$ cat src/rtl/sxfs_pkg.sv
// ----------------------------------------------------------------------------
// sxfs_pkg
// Shared types and codes for the sprite XOR frame store.
// ----------------------------------------------------------------------------
`default_nettype none

package sxfs_pkg;

  localparam int WORD_W    = 64;
  localparam int ADDR_W    = 7;
  localparam int ROW_W     = 6;
  localparam int ROW_OFS_W = 4;
  localparam int SLOTS     = 4;

  typedef enum logic [1:0] {
    CMD_DRAW  = 2'd0,
    CMD_CLEAR = 2'd1,
    CMD_READ  = 2'd2,
    CMD_NONE  = 2'd3
  } cmd_t;

  typedef enum logic {
    REG_HIRES    = 1'b0,
    REG_DOUBLING = 1'b1
  } reg_idx_t;

  typedef struct packed {
    logic hires;
    logic dbl;
  } sxfs_cfg_t;

  typedef struct packed {
    cmd_t              kind;
    logic              last;
    logic [ROW_W-1:0]  row;
    logic              two_rows;
    logic              wide;
    logic [WORD_W-1:0] mask_lo;
    logic [WORD_W-1:0] mask_hi;
    logic [ADDR_W-1:0] word_index;
  } sxfs_job_t;

  typedef enum logic [1:0] {
    BK_IDLE,
    BK_SCAN,
    BK_MODIFY,
    BK_DONE
  } back_state_t;

endpackage

`default_nettype wire

$ cat src/rtl/sxfs_front.sv
// ----------------------------------------------------------------------------
// sxfs_front
// Accepts requests, wraps and clips the sprite row, builds per-word XOR masks.
// ----------------------------------------------------------------------------
`default_nettype none

module sxfs_front #(
  parameter int MAX_WIDTH   = 128,
  parameter int MAX_HEIGHT  = 64,
  parameter int SPRITE_ROWS = 16
) (
  input  wire logic                          clk,
  input  wire logic                          rst_n,
  input  wire sxfs_pkg::sxfs_cfg_t           cfg,
  input  wire logic                          push,
  output logic                               full,
  input  wire logic [1:0]                    in_cmd,
  input  wire logic [7:0]                    in_start_x,
  input  wire logic [7:0]                    in_start_y,
  input  wire logic [7:0]                    in_row_bits,
  input  wire logic                          in_row_last,
  input  wire logic [sxfs_pkg::ADDR_W-1:0]   in_word_index,
  output logic                               q_push,
  output sxfs_pkg::sxfs_job_t                q_job,
  input  wire logic                          q_full
);

  localparam int WPR_MAX = (MAX_WIDTH + 63) / 64;

  logic [sxfs_pkg::ROW_OFS_W-1:0] row_offset_r;
  logic [sxfs_pkg::ROW_OFS_W-1:0] row_offset_nxt;

  logic [7:0]   width_s, height_s, lw, lh, limit, xpos, start, ysum;
  logic [10:0]  dx, dy, x0, x1, x2, x3, y0, y1, y2, y3, y4;
  logic         in_row;
  logic [7:0]   pat8;
  logic [15:0]  pat16, pat;
  logic [127:0] shifted, colmask, mask;
  logic [128:0] lim_one;
  sxfs_pkg::cmd_t cmd;

  assign cmd = sxfs_pkg::cmd_t'(in_cmd);

  always_comb begin
    width_s  = cfg.hires ? 8'(MAX_WIDTH) : 8'd64;
    height_s = cfg.hires ? 8'(MAX_HEIGHT) : 8'd32;
    lw       = cfg.dbl ? (width_s >> 1) : width_s;
    lh       = cfg.dbl ? (height_s >> 1) : height_s;
    limit    = cfg.dbl ? {lw[6:0], 1'b0} : lw;

    // start_x < 8*lw, start_y < 16*lh: restoring reduction
    dx = {3'b000, lw};
    x0 = {3'b000, in_start_x};
    x1 = (x0 >= (dx << 2)) ? x0 - (dx << 2) : x0;
    x2 = (x1 >= (dx << 1)) ? x1 - (dx << 1) : x1;
    x3 = (x2 >= dx) ? x2 - dx : x2;
    xpos = x3[7:0];

    dy = {3'b000, lh};
    y0 = {3'b000, in_start_y};
    y1 = (y0 >= (dy << 3)) ? y0 - (dy << 3) : y0;
    y2 = (y1 >= (dy << 2)) ? y1 - (dy << 2) : y1;
    y3 = (y2 >= (dy << 1)) ? y2 - (dy << 1) : y2;
    y4 = (y3 >= dy) ? y3 - dy : y3;
    ysum = {1'b0, y4[6:0]} + {4'b0000, row_offset_r};
    in_row = (ysum < lh);

    for (int k = 0; k < 8; k++) begin
      pat8[k]        = in_row_bits[7-k];
      pat16[2*k]     = in_row_bits[7-k];
      pat16[2*k + 1] = in_row_bits[7-k];
    end
    pat   = cfg.dbl ? pat16 : {8'h00, pat8};
    start = cfg.dbl ? {xpos[6:0], 1'b0} : xpos;

    shifted = {112'b0, pat} << start;
    lim_one = 129'(1) << limit;
    colmask = lim_one[127:0] - 128'd1;
    mask    = shifted & colmask & {128{in_row}};
  end

  always_comb begin
    q_job.kind       = cmd;
    q_job.last       = in_row_last;
    q_job.row        = cfg.dbl ? {ysum[4:0], 1'b0} : ysum[5:0];
    q_job.two_rows   = cfg.dbl;
    q_job.wide       = cfg.hires && (WPR_MAX > 1);
    q_job.mask_lo    = mask[63:0];
    q_job.mask_hi    = mask[127:64];
    q_job.word_index = in_word_index;
  end

  assign full   = q_full;
  assign q_push = push && !q_full;

  always_comb begin
    row_offset_nxt = row_offset_r;
    if (q_push && (cmd == sxfs_pkg::CMD_DRAW)) begin
      if (in_row_last || (row_offset_r == sxfs_pkg::ROW_OFS_W'(SPRITE_ROWS - 1))) begin
        row_offset_nxt = '0;
      end else begin
        row_offset_nxt = row_offset_r + 1'b1;
      end
    end
  end

  always_ff @(posedge clk) begin
    if (!rst_n) begin
      row_offset_r <= '0;
    end else begin
      row_offset_r <= row_offset_nxt;
    end
  end

endmodule

`default_nettype wire

$ cat config.mk
export PLATFORM = sky130hd
export DESIGN_NAME = sxfs_front
export DESIGN_NICKNAME = d
export VERILOG_FILES = /design/src/rtl/sxfs_pkg.sv /design/src/rtl/sxfs_front.sv
export SDC_FILE = /design/constraint.sdc
export NUM_CORES = 1
export LEC_CHECK = 0
export ABC_AREA = 1
export BUFFER_PORTS_ARGS = -buffer_cell sky130_fd_sc_hd__buf_4
export CAP_MARGIN = 15
export CORE_MARGIN = 2
export CORE_UTILIZATION = 28
export CTS_CLUSTER_SIZE = 28
export DETAILED_ROUTE_END_ITERATION = 12
export MAX_ROUTING_LAYER = met4
export PLACE_DENSITY_LB_ADDON = 0.08
export SYNTH_ARGS = -nofsm -noshare
export SYNTH_HDL_FRONTEND = slang
export SYNTH_SLANG_ARGS = --single-unit
$ cat constraint.sdc
create_clock -name clk -period 7.8 [get_ports clk]
set_clock_uncertainty 0.1 [all_clocks]
set_input_delay 0.78 -clock clk [delete_from_list [all_inputs] [get_ports clk]]
set_output_delay 0.78 -clock clk [all_outputs]
set_load 0.1 [all_outputs]
### Word-level counts from Yosys, hierarchy flattened

Cells that the tools add are included.

| cells by class | value |
|---|---|
| shift operators | 2 |
| mux-type cells | 16 |
| $add $sub $neg | 10 |
| bitwise logic cells | 2 |
| equal/unequal tests | 1 |
| $lt $le $gt $ge | 8 |
| reductions and logical operators | 5 |

Operators by type and width:

| kind | count |
|---|---|
| 128-bit bitwise AND | 2 |
| 1-bit by 8-bit left shift with 128-bit output, first input constant | 1 |
| 16-bit by 8-bit left shift with 128-bit output | 1 |
| 128-bit by 1-bit subtractor with 128-bit output, second input constant | 1 |
| 11-bit two-way mux | 5 |
| 8-bit two-way mux | 5 |
| 11-bit by 8-bit greater-or-equal comparator with 1-bit output | 2 |
| 11-bit by 9-bit greater-or-equal comparator with 1-bit output | 2 |
| 11-bit by 9-bit subtractor with 11-bit output | 2 |
| 8-bit by 10-bit subtractor with 11-bit output | 2 |
| 7-bit two-way mux | 3 |
| 8-bit by 10-bit greater-or-equal comparator with 1-bit output | 2 |
| 16-bit two-way mux | 1 |
| 11-bit by 7-bit greater-or-equal comparator with 1-bit output | 1 |
| 11-bit by 8-bit subtractor with 11-bit output | 1 |
| 7-bit by 4-bit adder with 8-bit output | 1 |
| 8-bit by 7-bit < comparator with 1-bit output | 1 |
| 8-bit subtractor | 1 |
| 7-bit subtractor | 1 |
| 6-bit two-way mux | 1 |
| 4-bit by 1-bit adder with 4-bit output, second input constant | 1 |
| 4-bit equality test, second input constant | 1 |
| 4-bit two-way mux | 1 |
| 1-bit logical AND | 2 |
| other kinds (3) | 3 |

| storage, ports and cells | value |
|---|---|
| bits in registers | 4 |
| logic and storage cells | 45 |

### Logic depth before layout (Yosys ltp)

Gate-level depths: netlist (run 1).

| logic depth | value |
|---|---|
| word-level depth | 13 |
| mapped depth | 49 |
| gate-level depth less buffers | 46 |

### Worst setup path before layout (run 1)

No wires, ideal clock.

| timing path | value |
|---|---|
| path type | input to output |
| from | input cfg[0] in the netlist's numbering |
| to | output q_job[70] in the netlist's numbering |
| path buffers | 3 |
| data arrival time | 7969 ps |
| required time | 6920 ps |
| slack | -1049 ps |
| cell stages on the path | 45 |
| cell sequence | buf_2 inv_1 buf_4 ha_1 inv_1 ha_1 ha_1 inv_1 nand2_4 nand2_1 inv_1 ha_1 nand2_1 o21ai_1 inv_1 nand2_1 nor2_2 or2_0 [... 9 more ...] o21ai_1 ha_1 inv_1 o21bai_1 a21oi_1 nand2_1 a21oi_2 nand2_4 o21ai_2 o211ai_1 xnor2_1 ha_1 nand2_1 nand2_1 nand2_1 nand2_2 buf_6 nor2_1 |

RTL lines:

| element | line | source |
|---|---|---|
| from (decl) | sxfs_front.sv:14 | `input wire sxfs_pkg::sxfs_cfg_t cfg,` |
| to (decl) | sxfs_front.sv:24 | `output sxfs_pkg::sxfs_job_t q_job,` |

==> impl_metrics.json, run 1 <==
{
  "run_status": "completed",
  "diode_insertion_count_for_antenna_repair": 0,
  "period_share_pct": 96.44,
  "insertion_delay_ps": 220,
  "synth_edf_count": 0,
  "number_of_h_tree_branching_levels": 1,
  "grt_pass1_wl_um": 34340,
  "cell_variety_after_synth": 48,
  "crit_arrival_ps": 6640,
  "slew_headroom_pct": 24.48,
  "combPwrFrac_pct": 96.7,
  "final_layout_size_suffix_gt1_share_pct": 38.92,
  "yosys.area.top_type_share_pct": 18.50,
  "place_hpwl_um": 17320,
  "share_clk_of_total_power_pct": 2.6,
  "cpMaxStageDelayCell": "fa_2",
  "irDropWorstVdd_v": 0.0002313,
  "dp_worst_setup_slack_ps": -97.77,
  "die_area_um2": 22710,
  "critical_path.most_common_cell": "inv_2",
  "post_synth_inst_count": 997,
  "timing_hold_violations_final": 0,
  "finalMaxSlewViolations": 0,
  "worst_hold_margin_ps": 406.9,
  "crit_path_end_kind": "output port",
  "synth_area_um2": 6026,
  "grt_util_met3_pct": 2.515,
  "finalWorstPathRequiredPeriod_ps": 7522,
  "tritoncts": "built",
  "tns_ps": 0,
  "total_power_mw": 3.041,
  "worst_setup_hold_path_clk_slew_ps": 30,
  "syn_warnings": 0,
  "ys_ff_latch": 4,
  "drcViolationCount": 0,
  "placement.io_buffers": 173,
  "finalWeightedCongestion": 0.8785,
  "grt_start_max_net_pins": 78,
  "antenna_found_initial": 0,
  "synth_area_leader_cell": "nor2_4",
  "drt_pre_antenna_iters": 5,
  "setup_viol_count_final": 0,
  "floorplan.rows": 53,
  "worst_path_largest_cell_delay_ps": 390,
  "worst_endpoint_required_time_ps": 6920,
  "met2_usage_pct": 32.16,
  "die-width_um": 150.7,
  "max_slew.worst_pin.slew_ps": 1132,
  "overall_track_demand_over_capacity_in_global_routing_pct": 19.43,
  "syn_nets": 1075,
  "synth.avg_cell_area_um2": 6.044,
  "largest_register_ffs": 4,
  "setup_ws_ps": 277.6,
  "intPower_mw": 1.047,
  "timing.critical_path.from_type": "primary input",
  "synthToLayoutAreaGrowth_pct": 55.69,
  "synth.top_cells.by_count": "nand2_1 (175), nor2_1 (119), inv_1 (112)",
  "registers.top_by_ff_count": "row_offset_r",
  "nets": 1226,
  "coreArea_um2": 21090,
  "initial_utilization_pct": 28.57,
  "seq_area_frac_synth_pct": 1.329,
  "dr_total_vias": 6850,
  "switching_share_pct": 65.58,
  "path_max_fanout": 16,
  "synth_most_common_cell": "nand2_1",
  "static-leakage-power_nw": 3.632,
  "rsz0062_at_grt": "yes",
  "synth_ff_type": "dfxtp_1",
  "seq_power_share_pct": 0.7,
  "inserted_clock_buffers": 3,
  "final_cell_count_no_fill": 1421,
  "min_path_type": "reg2reg",
  "grt_most_used_layer": "met2",
  "worstSetupPathType": "in2out",
  "first_global_vias": 6420,
  "clk_path_buf_depth": 2,
  "grt_remaining_overflow": 0,
  "ctsRootBufferMaster": "clkbuf_16",
  "initialDrtViolationCount": 493,
  "netlist_top_cells_area": "nor2_4 (19%), nand2_1 (11%), nor2_1 (7.4%), nand4_1 (7.2%), inv_1 (7.0%)",
  "clock_sink_count": 4,
  "antenna_left": 0,
  "max_freq_mhz": 132.9,
  "cellPowerDensity_nw_per_um2": 324.1,
  "cap_violations": 0,
  "numPlacedInstances": 1404,
  "drt-total-wl_um": 22930,
  "power.net_switching_mw": 1.994,
  "layout_top_registers": "row_offset_r x4",
  "synth-async-reset-ratio_pct": 0,
  "wire_per_inst_um": 16.14,
  "design.portCount": 188,
  "via_per_inst": 4.821,
  "die-height_um": 150.7,
  "globalRouteMet1Util_pct": 26.02
}
cell usage in the layout (no fill, tap or decap), drive strengths merged:
cell      count
a21o          1
a31oi         5
dfxtp         4
nor2        247
o22ai         1
mux2i         2
xnor2         4
o21bai        3
fa            6
clkinvlp      1
clkinv        2
nand2       194
a21oi        34
o221ai        1
buf         224
or2           3
inv         116
o31ai         1
ha           32
xor2          5
o211ai        3
clkbuf        9
nor4          4
nand3b        2
o21ai        85
nand4        69
nor3          7
a211oi        1
o21a          2
nand3        78
layout make-up:
class / count / area, um2
Clock buffer: 3 / 75.07
Inverter: 119 / 452.9
Tap cell: 275 / 344.1
Fill cell: 2195 / 11710
Multi-Input combinational cell: 790 / 5309
Sequential cell: 4 / 80.08
Timing Repair Buffer: 230 / 3120
critical path, delay by kind of cell:
family | cells | cell delay [ps]
xor+xnor | 1 | 180
fa+ha+maj | 8 | 1640
buf+inv | 12 | 1030
simple gates | 19 | 2170
compound gates | 8 | 830
metal layers:
layer	share of wire (%)	vias up	routed length [um]
li1	-	3531	-
met1	45	3131	10420
met2	48	168	11100
met3	5.0	20	1142
met4	1.2	0	267
met5	0	-	0
per-stage QoR:
step                area (um2)  utilization, %
floorplan                 6250               -
global placement          7721           36.61
detailed placement        7721           36.61
CTS                       8202           38.89
global route              9382           44.49
finish                    9382           44.49
power by group through the flow:
stage / logic, mW / registers [mW] / clock network [mW]
2_1_floorplan: 2.18 / 0.0215 / 0
3_5_place_dp: 2.39 / 0.0216 / 0
4_1_cts: 2.51 / 0.0213 / 0.0818
3_3_place_gp: 2.40 / 0.0216 / 0
6_report: 2.94 / 0.0213 / 0.0800
5_1_grt: 3.12 / 0.0214 / 0.0832
path summary, 6_finish.rpt:
path / slack, ps / endpoint / cells past startpoint / from
setup / recovery: 280 / q_job[46] / 48 / cfg[1]
hold / removal: 410 / row_offset_r[2]$_SDFFE_PN0P_ / 2 / row_offset_r[2]$_SDFFE_PN0P_
setup reg to reg: 6510 / row_offset_r[3]$_SDFFE_PN0P_ / 6 / row_offset_r[0]$_SDFFE_PN0P_
hold reg to reg: 410 / row_offset_r[2]$_SDFFE_PN0P_ / 2 / row_offset_r[2]$_SDFFE_PN0P_
repair_timing:
action                     4_1_cts  5_1_grt
cloned                           1        7
pin swaps                        3       30
setup endpoints to repair      128      128
hold buffers                     0        0
setup buffers                    1        4
resized for setup               95      235
cells by family (layout without fill, tap and decap cells):
family	Yosys count	in the layout	synth area share, %
compound gates	137	137	13.08
xor+xnor	9	9	1.308
flops	4	4	1.329
fa+ha+maj	38	38	8.638
mux	2	2	0.3322
simple gates	603	604	57.77
buf+inv	204	352	17.55
No activity file was read; power rests on OpenSTA's default activity.
==> run 2: changes to the inputs <==
CELL_PAD_IN_SITES_DETAIL_PLACEMENT = 0   (was default)
CELL_PAD_IN_SITES_GLOBAL_PLACEMENT = 1   (was default)
CTS_CLUSTER_DIAMETER = 200   (was default)
==> run 2 against run 1 <==
Effect of this change:
- combinational power rose by 5%
- core utilization fell by 0.083 points
- via count increased by 0.91%
- critical path depth shrank 2
- global-route usage is 0.50 points higher
- routed wire length is 2.5% higher
- worst hold slack got worse by 2.6 ps
- non-clock buffer count grew 14
- critical path type unchanged
- largest cell class unchanged
- largest power group unchanged
==> impl_metrics.json, run 2 (synthesis gave the netlist of run 1 again) <==
{
  "run_status": "completed",
  "worst_setup_hold_path_clk_slew_ps": 30,
  "critical_path.most_common_cell": "nand2_4",
  "nets": 1240,
  "initial_utilization_pct": 28.57,
  "drt_pre_antenna_iters": 5,
  "tns_ps": 0,
  "path_max_fanout": 6,
  "registers.top_by_ff_count": "row_offset_r",
  "synthToLayoutAreaGrowth_pct": 55.40,
  "cellPowerDensity_nw_per_um2": 340.8,
  "first_global_vias": 6546,
  "grt_util_met3_pct": 1.818,
  "crit_arrival_ps": 6660,
  "overall_track_demand_over_capacity_in_global_routing_pct": 19.93,
  "tritoncts": "built",
  "timing.critical_path.from_type": "primary input",
  "worst_r2r_startpoint": "row_offset_r[0]$_SDFFE_PN0P_",
  "grt_start_max_net_pins": 70,
  "crit_path_end_kind": "output port",
  "cpMaxStageDelayCell": "fa_2",
  "cap_violations": 0,
  "period_share_pct": 96.65,
  "layout_top_registers": "row_offset_r x4",
  "clk_path_buf_depth": 2,
  "layout.filler_cells": 2208,
  "static-leakage-power_nw": 3.698,
  "critPathLaunch": "cfg[1]",
  "finalMaxSlewViolations": 0,
  "final_layout_size_suffix_gt1_share_pct": 39.83,
  "grt_pass1_wl_um": 35310,
  "via_per_inst": 4.817,
  "fin_area_um2": 9364,
  "ctsRootBufferMaster": "clkbuf_16",
  "irDropWorstVdd_v": 0.0002943,
  "place_hpwl_um": 17770,
  "layout.cells.most_common": "nand2_1",
  "diode_insertion_count_for_antenna_repair": 0,
  "min_from": "row_offset_r[2]$_SDFFE_PN0P_",
  "numPlacedInstances": 1402,
  "grt_remaining_overflow": 0,
  "die_area_um2": 22710,
  "max_freq_mhz": 132.6,
  "number_of_h_tree_branching_levels": 1,
  "clock_sink_count": 4,
  "max_slew.worst_pin.slew_ps": 973.5,
  "antenna_found_initial": 0,
  "globalRouteMet1Util_pct": 26.92,
  "initialDrtViolationCount": 348,
  "die-width_um": 150.7,
  "slew_headroom_pct": 34.50,
  "worstSetupPathType": "in2out",
  "placement.io_buffers": 173,
  "finalWorstPathRequiredPeriod_ps": 7539,
  "design.portCount": 188,
  "dr_total_vias": 6912,
  "grt_most_used_layer": "met2",
  "coreArea_um2": 21090,
  "worst_endpoint_required_time_ps": 6920,
  "placed_cell_area_um2": 7681,
  "worst_path_largest_cell_delay_ps": 400,
  "setup_viol_count_final": 0,
  "inserted_clock_buffers": 3,
  "drt-total-wl_um": 23510,
  "finalWeightedCongestion": 0.8438,
  "wire_per_inst_um": 16.38,
  "layout.cells.most_common_list": "nand2_1 (167), nor2_4 (128), nor2_1 (110)",
  "timing_hold_violations_final": 0,
  "rsz0062_at_grt": "yes",
  "final_cell_count_no_fill": 1435,
  "insertion_delay_ps": 220,
  "min_path_type": "reg2reg",
  "post_cts_hold_buffer_count": 0,
  "floorplan.rows": 53,
  "drcViolationCount": 0,
  "met2_usage_pct": 34.34,
  "die-height_um": 150.7,
  "largest_register_ffs": 4,
  "antenna_left": 0
}
==> run 2: changes by cell type in the layout (fill, tap and decap cells not counted), moves of 3 or more <==
cell	delta
buf_4	+25
buf_8	-15
buf_6	+10
buf_12	-7
nand2_4	+4
nand2_2	-3
==> run 2: final cells by class <==
class / instances / area [um2] / area share (%)
clock buffers: 3 / 75.07 / 0.8017
inverters: 119 / 457.9 / 4.890
multi-input cells: 790 / 5326 / 56.88
well taps: 275 / 344.1 / 3.675
repair buffers: 244 / 3080 / 32.90
flip-flops and latches: 4 / 80.08 / 0.8552
==> run 2: worst max-delay path, delay by kind of cell <==
family                     cells  cell delay (ps)
and+or+nand+nor               21             1990
adders and majority gates      6             1690
AOI/OAI and AO/OA              9             1090
buffers and inverters          9              930
xor gates and xnor gates       1              170
==> run 2: metal layers <==
layer | part of all wire [%] | wire, um
met3 | 3.8 | 894
met2 | 49 | 11610
met5 | 0 | 0
met1 | 46 | 10890
met4 | 0.51 | 121
==> run 2: final timing paths <==
path | cells after the start | end | slack (ps)
min | 2 | row_offset_r[2]$_SDFFE_PN0P_ | 400
max reg2reg | 6 | row_offset_r[1]$_SDFFE_PN0P_ | 6500
max | 46 | q_job[128] | 260
min reg2reg | 2 | row_offset_r[2]$_SDFFE_PN0P_ | 400
==> run 2: repair_timing <==
action                                  4_1_cts  5_1_grt
buffers inserted                              0       20
pin swaps                                     1       37
gates resized for setup                     109      188
endpoints found under the setup margin      122      128
gates cloned                                  0        9
==> run 2: per-stage QoR <==
step | util, % | setup slack (ps) | total power, mW | hold slack [ps]
floorplan | - | -117.2 | 2.204 | 358.8
global placement | 36.42 | 29.61 | 2.410 | 399.6
detailed placement | 36.42 | -76.64 | 2.411 | 400.9
CTS | 38.75 | -3.304 | 2.526 | 415.4
global route | 44.40 | -109.1 | 3.368 | 431.7
finish | 44.40 | 261.2 | 3.191 | 404.3
==> run 2: power by group <==
part	internal [mW]	total [mW]	switching [mW]
clock network	0.0655	0.0796	0.0141
registers	0.0210	0.0213	0.000324
logic	1.06	3.09	2.03
total	1.15	3.19	2.04
