## src/rtl/sxfs_pkg.sv

```systemverilog
// ----------------------------------------------------------------------------
// sxfs_pkg
// Shared types and codes for the sprite XOR frame store.
// ----------------------------------------------------------------------------
`default_nettype none

package sxfs_pkg;

  localparam int WORD_W    = 64;
  localparam int ADDR_W    = 7;
  localparam int ROW_W     = 6;
  localparam int ROW_OFS_W = 4;
  localparam int SLOTS     = 4;

  typedef enum logic [1:0] {
    CMD_DRAW  = 2'd0,
    CMD_CLEAR = 2'd1,
    CMD_READ  = 2'd2,
    CMD_NONE  = 2'd3
  } cmd_t;

  typedef enum logic {
    REG_HIRES    = 1'b0,
    REG_DOUBLING = 1'b1
  } reg_idx_t;

  typedef struct packed {
    logic hires;
    logic dbl;
  } sxfs_cfg_t;

  typedef struct packed {
    cmd_t              kind;
    logic              last;
    logic [ROW_W-1:0]  row;
    logic              two_rows;
    logic              wide;
    logic [WORD_W-1:0] mask_lo;
    logic [WORD_W-1:0] mask_hi;
    logic [ADDR_W-1:0] word_index;
  } sxfs_job_t;

  typedef enum logic [1:0] {
    BK_IDLE,
    BK_SCAN,
    BK_MODIFY,
    BK_DONE
  } back_state_t;

endpackage

`default_nettype wire

```

## src/rtl/sxfs_queue.sv

```systemverilog
// ----------------------------------------------------------------------------
// sxfs_queue
// Two-entry job queue between front and back.
// ----------------------------------------------------------------------------
`default_nettype none

module sxfs_queue (
  input  wire logic                 clk,
  input  wire logic                 rst_n,
  input  wire logic                 push,
  input  wire sxfs_pkg::sxfs_job_t  din,
  output logic                      full,
  input  wire logic                 pop,
  output sxfs_pkg::sxfs_job_t       dout,
  output logic                      empty
);

  sxfs_pkg::sxfs_job_t entry_r [2];
  logic       wr_ptr_r, rd_ptr_r;
  logic [1:0] count_r;
  logic       do_push, do_pop;

  assign full    = (count_r == 2'd2);
  assign empty   = (count_r == 2'd0);
  assign do_push = push && !full;
  assign do_pop  = pop && !empty;
  assign dout    = entry_r[rd_ptr_r];

  always_ff @(posedge clk) begin
    if (!rst_n) begin
      wr_ptr_r <= 1'b0;
      rd_ptr_r <= 1'b0;
      count_r  <= 2'd0;
    end else begin
      if (do_push) wr_ptr_r <= ~wr_ptr_r;
      if (do_pop)  rd_ptr_r <= ~rd_ptr_r;
      case ({do_push, do_pop})
        2'b10:   count_r <= count_r + 2'd1;
        2'b01:   count_r <= count_r - 2'd1;
        default: count_r <= count_r;
      endcase
    end
  end

  always_ff @(posedge clk) begin
    if (do_push) begin
      entry_r[wr_ptr_r] <= din;
    end
  end

endmodule

`default_nettype wire

```

## config.mk

```make
export PLATFORM = sky130hd
export DESIGN_NAME = sxfs_queue
export DESIGN_NICKNAME = d
export VERILOG_FILES = /design/src/rtl/sxfs_pkg.sv /design/src/rtl/sxfs_queue.sv
export SDC_FILE = /design/constraint.sdc
export NUM_CORES = 1
export LEC_CHECK = 0
export ABC_AREA = 1
export BUFFER_PORTS_ARGS = -buffer_cell sky130_fd_sc_hd__buf_4
export CAP_MARGIN = 5
export CORE_MARGIN = 1.5
export CORE_UTILIZATION = 30
export CTS_BUF_LIST = sky130_fd_sc_hd__clkbuf_4 sky130_fd_sc_hd__clkbuf_8 sky130_fd_sc_hd__clkbuf_16
export CTS_CLUSTER_SIZE = 24
export DETAILED_ROUTE_END_ITERATION = 16
export SKIP_CTS_REPAIR_TIMING = 1
export SLEW_MARGIN = 20
export SYNTH_ARGS = -nofsm -noshare
export SYNTH_HDL_FRONTEND = slang
export SYNTH_SLANG_ARGS = --single-unit
```

## constraint.sdc

```tcl
create_clock -name clk -period 13.4 [get_ports clk]
set_clock_uncertainty 0.1 [all_clocks]
set_input_delay 2.01 -clock clk [delete_from_list [all_inputs] [get_ports clk]]
set_output_delay 2.01 -clock clk [all_outputs]
set_load 0.03 [all_outputs]
```

Word-level counts from Yosys, hierarchy flattened:

Memory sizes are Yosys's and may differ from the RTL's. A register that Yosys moved wholly into a read port is not among the register bits.
Cells that the tools add are included.

* mux-type cells: 5
* divide/modulo/power cells: 0
* $add $sub $neg: 2
* $lt $le $gt $ge: 0
* multiply operators: 0
* eq/ne operators: 3
* reductions and logical operators: 6
* bitwise gates (word level): 2
* shift operators: 0

Operator list (number)
* == test 2 bit (second input constant): 2
* 2-to-1 mux 1 bit: 4
* one-hot mux 2 bit (2 select lines): 1
* adder 2 x 1 -> 2 bit (second input constant): 1
* == test 2 x 1 -> 1 bit (second input constant): 1
* logical AND 1 bit: 2
* logical NOT 1 bit: 2
* logical NOT 2 bit: 1
* NOT 1 bit: 2
* nonzero test 2 bit: 1
* subtractor 2 x 1 -> 2 bit (second input constant): 1

* bits in latches: 0
* memory bits (writable): 292
* memories kept: 1
* input port bits: 150
* word-level logic and storage cells: 22
* ROM bits: 0
* register bits: 4
* output and inout bits: 148

Memory list
* entry_r: depth 2, bits a word 146, rd ports 1, clocked after memory_dff 1, wr ports 1, RTL line sxfs_queue.sv:18 `sxfs_pkg::sxfs_job_t entry_r [2];`

Longest topological paths before layout:

Gate-level depths: netlist (run 1).

* word-level depth: 5
* depth in mapped cells: 10
* depth with buffers taken out: 10

Worst setup path after synthesis (run 1):

OpenSTA, ideal clock, no wires.

* kind: input to register
* from: in push
* to: mem entry_r[0][0] (netlist name), enable pin
* required time: 12.647 ns
* stages: 4
* library setup time: 0.653 ns
* path slack: 4.322 ns
* buffers on the path: 0
* data arrival time: 8.325 ns
* path through: inv_1 -> nor2_1 -> inv_1 -> nor2_1

* word-level cells in the longest chain between the ends: 3

RTL lines
* start: declaration: RTL line sxfs_queue.sv:10 `input wire logic push,`
* logical AND 1 bit: RTL line sxfs_queue.sv:25 `assign do_push = push && !full;`
* 2-to-1 mux 1 bit: RTL line sxfs_queue.sv:46 `if (do_push) begin`
* 2-to-1 mux 1 bit (not written as such): RTL line sxfs_queue.sv:47 `entry_r[wr_ptr_r] <= din;`
* end: declaration: RTL line sxfs_queue.sv:18

No other way between the ends.

==> metrics.md, run 1 <==
| Metric | Value |
|---|---|
| Outcome | complete, no violations |
| Routed WL per cell | 17.4 um |
| Reg2Reg Launch Point | count_r[1] |
| Register bit total from synthesis | 297 |
| Residual DRC | 0 |
| Htree depth | 2 |
| Initial DRT Pass Iterations | 4 |
| Slew headroom | 28.5% |
| Synth warn | 0 |
| Max rail drop VDD | 101 uV |
| IO Pins | 298 |
| Clock root cell | clkbuf_16 |
| Vias post-DR | 5566 |
| Main area contributors after synthesis | edfxtp_1 (81%), mux2_2 (15%), clkbuf_8 (1.3%), dfxtp_1 (0.92%), buf_6 (0.62%) |
| Gpl congestion | 0.689 |
| Row count | 69 |
| Antenna diodes | 0 |
| Register Area | 0.00887 mm^2 |
| Buffers & Inverters on Critical Path | 2 |
| Die Y-Extent | 193 um |
| Area taken by multi-input logic gates | ~0.0018 mm^2 |
| Lkg Pwr | 5.39 nW |
| Crit-path most repeated cell | buf_4 |
| Fillers | 3232 |
| Initial antenna violation count | 0 |
| Post-synth top flop | edfxtp_1 |
| Max Slew Vio Count | 0 |
| TritonCTS sink count | around 300 |
| Initial Util | 30.5% |
| Cell chain of the critical path | buf_4 > mux2_2 > buf_4 |
| Post-synth top area cell | edfxtp_1 |
| Distinct cells, synth | 13 |
| Synth-to-Final Area Change | 34.4% |
| Post-Syn Area | 0.0109 mm^2 |
| CP endpoint kind | primary output |
| TNS Setup | 0 ns |
| CTS Buf Count | 34 |
| WP depth | 3 |
| Worst Reg-to-Reg Cells | 6 |
| First-pass GRT wire length | around 34000 um |
| Die area | 0.0374 mm^2 |
| Fin crit period | 4.51 ns |
| Final Non-Filler Cells | 1299 |
| Port Buffers | 297 |
| Core ar. | between 0.03 and 0.04 mm^2 |
| Final ANT Viol Nets | 0 |
| Placed instance count | around 1200 |
| Max_cap viols | 0 |
| Critical-path maximum fanout | 74 |
| Top delay family on crit path | buffers and inverters |
| Post-Route WL | around 23000 um |
| Reg-to-reg setup timing slack | 10.60 ns |
| CTS tree | built |
| Clock buffer depth | 3 |
| Startpoint Class | flop |
| Vias per inst | about 4.3 |
| Final Hold Vio Count | 0 |
| Syn Inst Count | 494 |
| Post-synth EDFFs | a little under 300 |
| GRT Util Overall | approximately an eighth |
| Layout cell share with drive strength beyond 1 | about three fifths |
| CP arrival | about 2.4 ns |
| Largest net degree at the start of global routing | 85 |
| Final Util | slightly above 40% |
| Kind of critical path | reg2out |
| Later-pin clock latency in the skew report | 0.52 ns |
| Slowest stage delay, CP | 0.76 ns |
| Worst Hold Path Cells | 2 |
| Worst flop-to-flop path endpoint | entry_r[1][117] |
| Most numerous cell in the Yosys netlist | edfxtp_1 |
| DRT iter0 DRCs | ~280 |
| Crit path to | dout[98] |
| Average size of a mapped cell | 22.0 um^2 |
| Post-layout nets | 968 |
| Period utilization | around a third |
| Die W | 193 um |
| Slowest stage cell, crit path | buf_4 |
| Sequential fraction of the synthesis area | 81.6% |
| Setup Viol. Count Final | 0 |
| Required time of the critical path | 11.29 ns |
| Actual slew at the worst max-slew pin | 1.07 ns |
| Hold Path Class | reg2reg |
| Syn nets | between 600 and 700 |
| Pwr dens | 185 mW/mm^2 |
| HPWL Detailed | 14400 um |
| Synth top cells by count | edfxtp_1 (292), mux2_2 (146), nor2_1 (13), clkbuf_8 (10), inv_1 (9) |
| Hold Startpoint | rd_ptr_r |
| CTS clock-pin slew for the worst setup and hold paths | approximately 0.060 ns |
| Async SR Flop Fraction | 0% |
| Overflow after GRT | 0 |
| RSZ-0062 raised after global routing | no |
| Vias in the first global route | 5913 |
| Top-area cell type share of the netlist area | 80.7% |
| Max Clk Rate | 222 MHz |
==> registers in the layout (all words and copies together) (netlist names), named ones only <==
name      cells
entry_r     292
count_r       2
rd_ptr_r      1
wr_ptr_r      1
==> how the worst min path moves through the flow <==
stage,endpoint,slack [ns]
floorplan,flop,0.35
global placement,rd_ptr_r,0.37
detailed placement,rd_ptr_r,0.39
CTS,rd_ptr_r,0.40
global route,count_r[1],0.44
finish,rd_ptr_r,0.39
==> logic make-up (layout without fill, tap and decap cells) <==
logic type | Yosys count | in the layout | share of synthesized area, %
AND/OR/NAND/NOR | 23 | 23 | 0.829
multiplexers | 146 | 146 | 15.1
buffers and inverters | 25 | 369 | 2.20
AO/OA/AOI/OAI | 2 | 2 | 0.0920
adder cells (fa/ha/maj) | 1 | 1 | 0.115
flip-flops | 297 | 297 | 81.6
==> cells in the final DEF (no fill, tap or decap) <==
cell type and n:
buf_4 303, edfxtp_1 292, mux2_2 146, clkbuf_16 37
nor2_1 12, clkinv_1 10, inv_1 8, nand2_1 8
clkbuf_4 5, dfxtp_1 4, clkinv_2 2, bufinv_16 2
inv_6 1, nand3_1 1, nor2_4 1, o21ai_0 1
a21oi_1 1, nand4_1 1, ha_1 1, dfxtp_4 1
clkinvlp_4 1
==> through the flow <==
stage | instance area [um^2] | power [mW] | setup slack [ns] | hold WS, ns
2_1_floorplan | 10900 | 1.62 | 4.32 | 0.352
3_3_place_gp | 13500 | 1.83 | 8.84 | 0.368
3_5_place_dp | 13500 | 1.84 | 8.84 | 0.385
4_1_cts | 14600 | 2.75 | 8.78 | 0.397
5_1_grt | 14600 | 2.81 | 8.74 | 0.441
6_report | 14600 | 2.70 | 8.89 | 0.389
==> final cells by class <==
class	count	share of cell area, %
Sequential cell	297	60.7
Clock buffer	42	6.60
Tap cell	461	3.95
Timing Repair Buffer	303	15.6
Clock inverter	15	0.788
Multi-Input combinational cell	172	12.1
Inverter	9	0.266
==> worst min-delay path, cell delays in order (launching register included) <==
cell and delay, ns:
dfxtp_1 0.33, nor2_1 0.06, nor2_1 0.07
==> per-layer routing <==
| metal | vias to the layer above | part of all wire, % | track usage [%] |
|---|---|---|---|
| met3 | 46 | 8.1 | 4.34 |
| met5 | - | 0 | 0 |
| met1 | 2719 | 41 | 14.5 |
| met2 | 213 | 47 | 19.0 |
| met4 | 0 | 3.1 | 5.46 |
| li1 | 2588 | - | - |
==> power breakdown <==
part	total [mW]	leakage, nW	switching [mW]	internal, mW
Clock	0.895	0.531	0.350	0.544
Sequential	1.16	2.77	0.0209	1.14
Combinational	0.646	2.09	0.392	0.254
Total	2.70	5.39	0.763	1.94
(Power assumes the default switching activity.)
==> run 2: changes to the inputs <==
==> constraint.sdc (replaced) <==
create_clock -name clk -period 4.4 [get_ports clk]
set_clock_uncertainty 0.1 [all_clocks]
set_input_delay 0.66 -clock clk [delete_from_list [all_inputs] [get_ports clk]]
set_output_delay 0.66 -clock clk [all_outputs]
set_load 0.03 [all_outputs]
==> run 2 against run 1 <==
- combinational power grew to 3.1 times the previous value
- count of clock-buffer cells in the layout is 2 higher
- first-iteration DRC count is 9.0% higher
- sequential cell count stayed put
- die area stayed put
- routed wire length is 1.4% lower
- sequential share of layout area hardly changed
- critical path depth stayed put
- cell area hardly changed
- register-to-register slack worse by 8.4 ns
- utilization hardly changed
- critical path type unchanged
==> metrics.md, run 2 (synthesis gave the netlist of run 1 again) <==
| Metric | Value |
|---|---|
| Gate power share | 24.4% |
| Hold Startpoint | din[38] |
| Initial antenna violation count | 0 |
| Max Clk Rate | between 300 and 400 MHz |
| Clock root cell | clkbuf_16 |
| GRT Util Overall | 11.7% |
| Vias post-DR | 5550 |
| IO Pins | slightly below 300 |
| Slowest stage delay, CP | 0.54 ns |
| Antenna diodes | 0 |
| Die W | between 150 and 200 um |
| Reg-to-reg setup timing slack | 2.22 ns |
| Slew headroom | 37.1% |
| CTS clock-pin slew for the worst setup and hold paths | 0.06 ns |
| Fin crit period | 2.97 ns |
| DRT iter0 DRCs | 304 |
| Residual DRC | 0 |
| CTS tree | built |
| Register share of total power | approximately 44% |
| Lkg Pwr | 5.40 nW |
| Final WS setup | 1.43 ns |
| Reg2Reg Launch Point | count_r[1] |
| Setup Viol. Count Final | 0 |
| TritonCTS sink count | just under 300 |
| Max rail drop VDD | 416 uV |
| Clock share of power | around a third |
| Synth-to-Final Area Change | 34.5% |
| Top flop regs | entry_r x292, count_r x2 |
| Largest register FFs | 292 |
| Actual slew at the worst max-slew pin | between 0.9 and 1 ns |
| Post-Route WL | 22300 um |
| Area taken by multi-input logic gates | 0.00176 mm^2 |
| RSZ-0062 raised after global routing | no |
| Vias in the first global route | 5895 |
| Later-pin clock latency in the skew report | 0.50 ns |
| Crit path to | dout[82] |
| Largest net degree at the start of global routing | 147 |
| Sw Ratio | 28.3% |
| Initial DRT Pass Iterations | 4 |
| Fillers | about 3300 |
| Slowest stage cell, crit path | buf_12 |
| Htree depth | 2 |
| CP arrival | 2.21 ns |
| Final Hold Vio Count | 0 |
| Dpl ws | 1.84 ns |
| Register Area | 0.00887 mm^2 |
| Biggest register | entry_r |
| Outcome | complete, no violations |
| Startpoint Class | flop |
| Required time of the critical path | 3.64 ns |
| Vias per inst | 4.27 |
| Final ANT Viol Nets | 0 |
| Critical-path maximum fanout | 146 |
| Gpl congestion | 0.686 |
| Worst Reg-to-Reg Cells | 6 |
| CTS Buf Count | 34 |
| Max Slew Vio Count | 0 |
| Overflow after GRT | 0 |
| Post-layout nets | 968 |
| Kind of critical path | reg2out |
| Psw | 2.29 mW |
| Core ar. | 0.0356 mm^2 |
| Die area | 0.0374 mm^2 |
| Routed WL per cell | 17.1 um |
| Max_cap viols | 0 |
| Clock buffer depth | 3 |
| Initial Util | 30.5% |
| Most frequent standard cell in the layout excluding fill and tap cells | buf_4 |
| TNS Setup | 0 ns |
| Row count | slightly below 70 |
| Hold Path Class | in2reg |
| Layout cell share with drive strength beyond 1 | 60.1% |
| Cell chain of the critical path | buf_12 > mux2_2 > buf_4 |
| Period utilization | 67.5% |
| Port Buffers | 297 |
| HPWL Detailed | 14100 um |
| Die Y-Extent | slightly below 200 um |
| Int Pwr | 5.81 mW |
| First-pass GRT wire length | 33800 um |
| Pwr dens | roughly 550 mW/mm^2 |
| Fin area | between 0.01 and 0.015 mm^2 |
| Post-place instance area | between 0.01 and 0.015 mm^2 |
| Worst flop-to-flop path endpoint | entry_r[1][73] |
| Most frequent cells in the layout | buf_4 (300), edfxtp_1 (292), mux2_2 (146) |
| CP endpoint kind | primary output |
| Total power draw | 8.10 mW |
## run 2: cell count changes in the layout (fill, tap and decap cells not counted)
cell / previous run / this run
buf_12: 0 / 3
buf_4: 303 / 300
bufinv_16: 2 / 0
clkbuf_4: 5 / 7
clkinv_1: 10 / 6
clkinv_2: 2 / 6
inv_8: 0 / 1
## run 2: worst min-delay path by stage
stage | to | slack, ns | cells past startpoint
after floorplan | flop | 0.35 | 2
after global placement | rd_ptr_r | 0.37 | 2
after detailed placement | flop | 0.38 | 2
after CTS | entry_r[0][38] | 0.21 | 1
after global routing | entry_r[0][38] | 0.21 | 1
final | entry_r[0][38] | 0.25 | 1
## run 2: final cells by class
| type | count | share of cell area, % |
|---|---|---|
| Clock buffer | 44 | 6.70 |
| Clock inverter | 14 | 0.488 |
| Sequential cell | 297 | 60.7 |
| Timing Repair Buffer | 303 | 15.8 |
| Inverter | 9 | 0.265 |
| Multi-Input combinational cell | 172 | 12.1 |
| Tap cell | 461 | 3.95 |
## run 2: critical path: cells and delay by family, from the launching register on
kind | cells | cell delay [ns]
buf+inv | 2 | 0.71
flops | 1 | 0.35
mux | 1 | 0.42
## run 2: power groups by stage
stage	clock network (mW)	registers, mW	logic (mW)
global placement	0	3.57	2.01
floorplan	0	3.59	1.32
detailed placement	0	3.58	2.01
CTS	2.72	3.52	2.02
finish	2.60	3.52	1.98
global route	2.81	3.55	2.09
## run 2: stage by stage
step	instances	hold WS, ns	util, %
floorplan	494	0.352	-
global placement	1242	0.370	38.1
detailed placement	1242	0.383	38.1
CTS	1300	0.210	41.1
global route	1300	0.209	41.1
finish	1300	0.245	41.1
## run 2: routing by layer
| layer | global-route usage [%] | wire length, um | vias to the layer above |
|---|---|---|---|
| met4 | 3.36 | 405 | 0 |
| met2 | 19.4 | 11200 | 188 |
| met1 | 14.0 | 8820 | 2740 |
| met5 | 0 | 0 | - |
| met3 | 4.60 | 1910 | 34 |
| li1 | - | - | 2588 |
==> run 3: changes to the inputs <==
==> constraint.sdc (replaced) <==
create_clock -name clk -period 2.8 [get_ports clk]
set_clock_uncertainty 0.1 [all_clocks]
set_input_delay 0.42 -clock clk [delete_from_list [all_inputs] [get_ports clk]]
set_output_delay 0.42 -clock clk [all_outputs]
set_load 0.03 [all_outputs]
==> run 3 against run 2 <==
- sequential power is 58% higher
- count of clock-buffer cells in the layout fell by 4
- utilization is 4.4 points higher
- power up 59%
- combinational power grew 69%
- register-to-register slack got worse by 1.3 ns
- cell count up 12%
- cell area grew 11%
- via count grew 10%
- routed wire length rose by 6.5%
- largest cell class unchanged
- highest routed layer unchanged
==> metrics.md, run 3 (synthesis gave the netlist of run 1 again) <==
| Metric | Value |
|---|---|
| Final Non-Filler Cells | 1454 |
| Antenna diodes | 0 |
| RSZ-0062 raised after global routing | no |
| Post-Route WL | 23700 um |
| Vias in the first global route | 5868 |
| Slew headroom | 68.1% |
| Biggest register | entry_r |
| HPWL Detailed | roughly 15000 um |
| Outcome | complete, no violations |
| Vias per inst | about 4.2 |
| Max rail drop VDD | 581 uV |
| Kind of critical path | reg2out |
| Gate power share | 25.9% |
| Most frequent cells in the layout | buf_4 (305), edfxtp_1 (292), mux2_2 (146), dlygate4sd3_1 (146), clkbuf_16 (31) |
| Most frequent standard cell in the layout excluding fill and tap cells | buf_4 |
| Residual DRC | 0 |
| CP arrival | 2.03 ns |
| Critical-path maximum fanout | 27 |
| CP endpoint kind | primary output |
| Hold Path Class | in2reg |
| Final WS setup | 0.249 ns |
| Post-layout nets | 1121 |
| Vias post-DR | 6118 |
| Dpl ws | ~0.77 ns |
| Max Clk Rate | 392 MHz |
| Overflow after GRT | 0 |
| Max_cap viols | 0 |
| Fin crit period | 2.55 ns |
| Die area | 0.0374 mm^2 |
| Actual slew at the worst max-slew pin | 0.478 ns |
| Int Pwr | between 9 and 10 mW |
| Required time of the critical path | 2.28 ns |
| Top flop regs | entry_r x292, count_r x2 |
| Core ar. | 0.0356 mm^2 |
| Largest register FFs | 292 |
| First-pass GRT wire length | approximately 34000 um |
| Clock root cell | clkbuf_16 |
| Row count | 69 |
| Port Buffers | 297 |
| Synth-to-Final Area Change | 48.9% |
| Routed WL per cell | 16.3 um |
| Setup Viol. Count Final | 0 |
| Htree depth | 1 |
| Initial antenna violation count | 0 |
| Largest net degree at the start of global routing | 74 |
| Psw | about 3.6 mW |
| Pwr dens | 796 mW/mm^2 |
| Die W | ~190 um |
| Placed instance count | 1252 |
| Sw Ratio | 28.2% |
| CTS Buf Count | 31 |
| Initial DRT Pass Iterations | 4 |
| Period utilization | ~91% |
| Register share of total power | 43.3% |
| Max Slew Vio Count | 0 |
| CTS tree | built |
| Initial Util | between 30% and 40% |
| Layout cell share with drive strength beyond 1 | 51.9% |
| DRT iter0 DRCs | 204 |
| GRT Util Overall | 11.7% |
| Final Hold Vio Count | 0 |
| Clock share of power | 30.8% |
| Lkg Pwr | 6.05 nW |
| Die Y-Extent | 193 um |
| TritonCTS sink count | between 200 and 300 |
| Startpoint Class | flop |
| Gpl congestion | ~0.7 |
| CTS clock-pin slew for the worst setup and hold paths | about 0.06 ns |
| Clock buffer depth | 3 |
| IO Pins | 298 |
| Later-pin clock latency in the skew report | 0.55 ns |
| Final ANT Viol Nets | 0 |
==> run 3: cell types whose count changed in the layout (fill, tap and decap cells not counted), moves of 3 or more <==
cell / previous run / this run
buf_12: 3 / 8
clkbuf_16: 37 / 31
bufinv_16: 0 / 3
dlygate4sd3_1: 0 / 146
buf_4: 300 / 305
==> run 3: worst max-delay path, stage by stage, from the launching register on <==
cell     delay, ns
dfxtp_4       0.62
buf_4         0.31
mux2_2        0.37
buf_4         0.17
==> run 3: layout make-up <==
type                            count  area (um^2)
Clock buffer                       40          843
Clock inverter                     16          149
Fill cell                        3101        19400
Inverter                            9         37.5
Multi-Input combinational cell    172         1780
Sequential cell                   297         8870
Tap cell                          461          577
Timing Repair Buffer              459         3910
==> run 3: final timing paths <==
kind	start	to	slack [ns]	cells past startpoint
worst max-delay path	flop	dout[87]	0.25	3
worst max register to register	count_r[1]	entry_r[1][85]	0.92	6
worst min-delay path	rst_n	count_r[1]	0.03	3
worst min register to register	rd_ptr_r	rd_ptr_r	0.40	2
==> run 3: metrics by stage <==
stage | hold slack [ns] | TNS [ns] | instance area (um^2) | power (mW) | util (%)
CTS | -0.0963 | 0 | 14700 | 12.9 | 41.4
detailed placement | 0.390 | 0 | 13700 | 8.88 | 38.6
finish | 0.0317 | 0 | 16200 | 12.9 | 45.5
global route | 0.0163 | 0 | 16200 | 13.4 | 45.5
global placement | 0.368 | 0 | 13700 | 8.85 | 38.6
floorplan | 0.352 | -165.36 | 10900 | 7.72 | -
==> run 3: metal layers <==
metal / vias up / track usage [%] / share of wire (%)
li1: 2898 / - / -
met1: 2990 / 14.1 / 41
met2: 186 / 20.0 / 51
met3: 44 / 3.56 / 5.5
met4: 0 / 3.30 / 2.2
met5: - / 0 / 0
==> run 3: power groups by stage <==
stage                     combinational, mW  clock [mW]  sequential [mW]
after floorplan                        2.08           0             5.64
after global placement                 3.20           0             5.65
after detailed placement               3.21           0             5.67
after CTS                              3.22        4.11             5.58
after global routing                   3.52        4.28             5.62
final                                  3.34        3.96             5.57
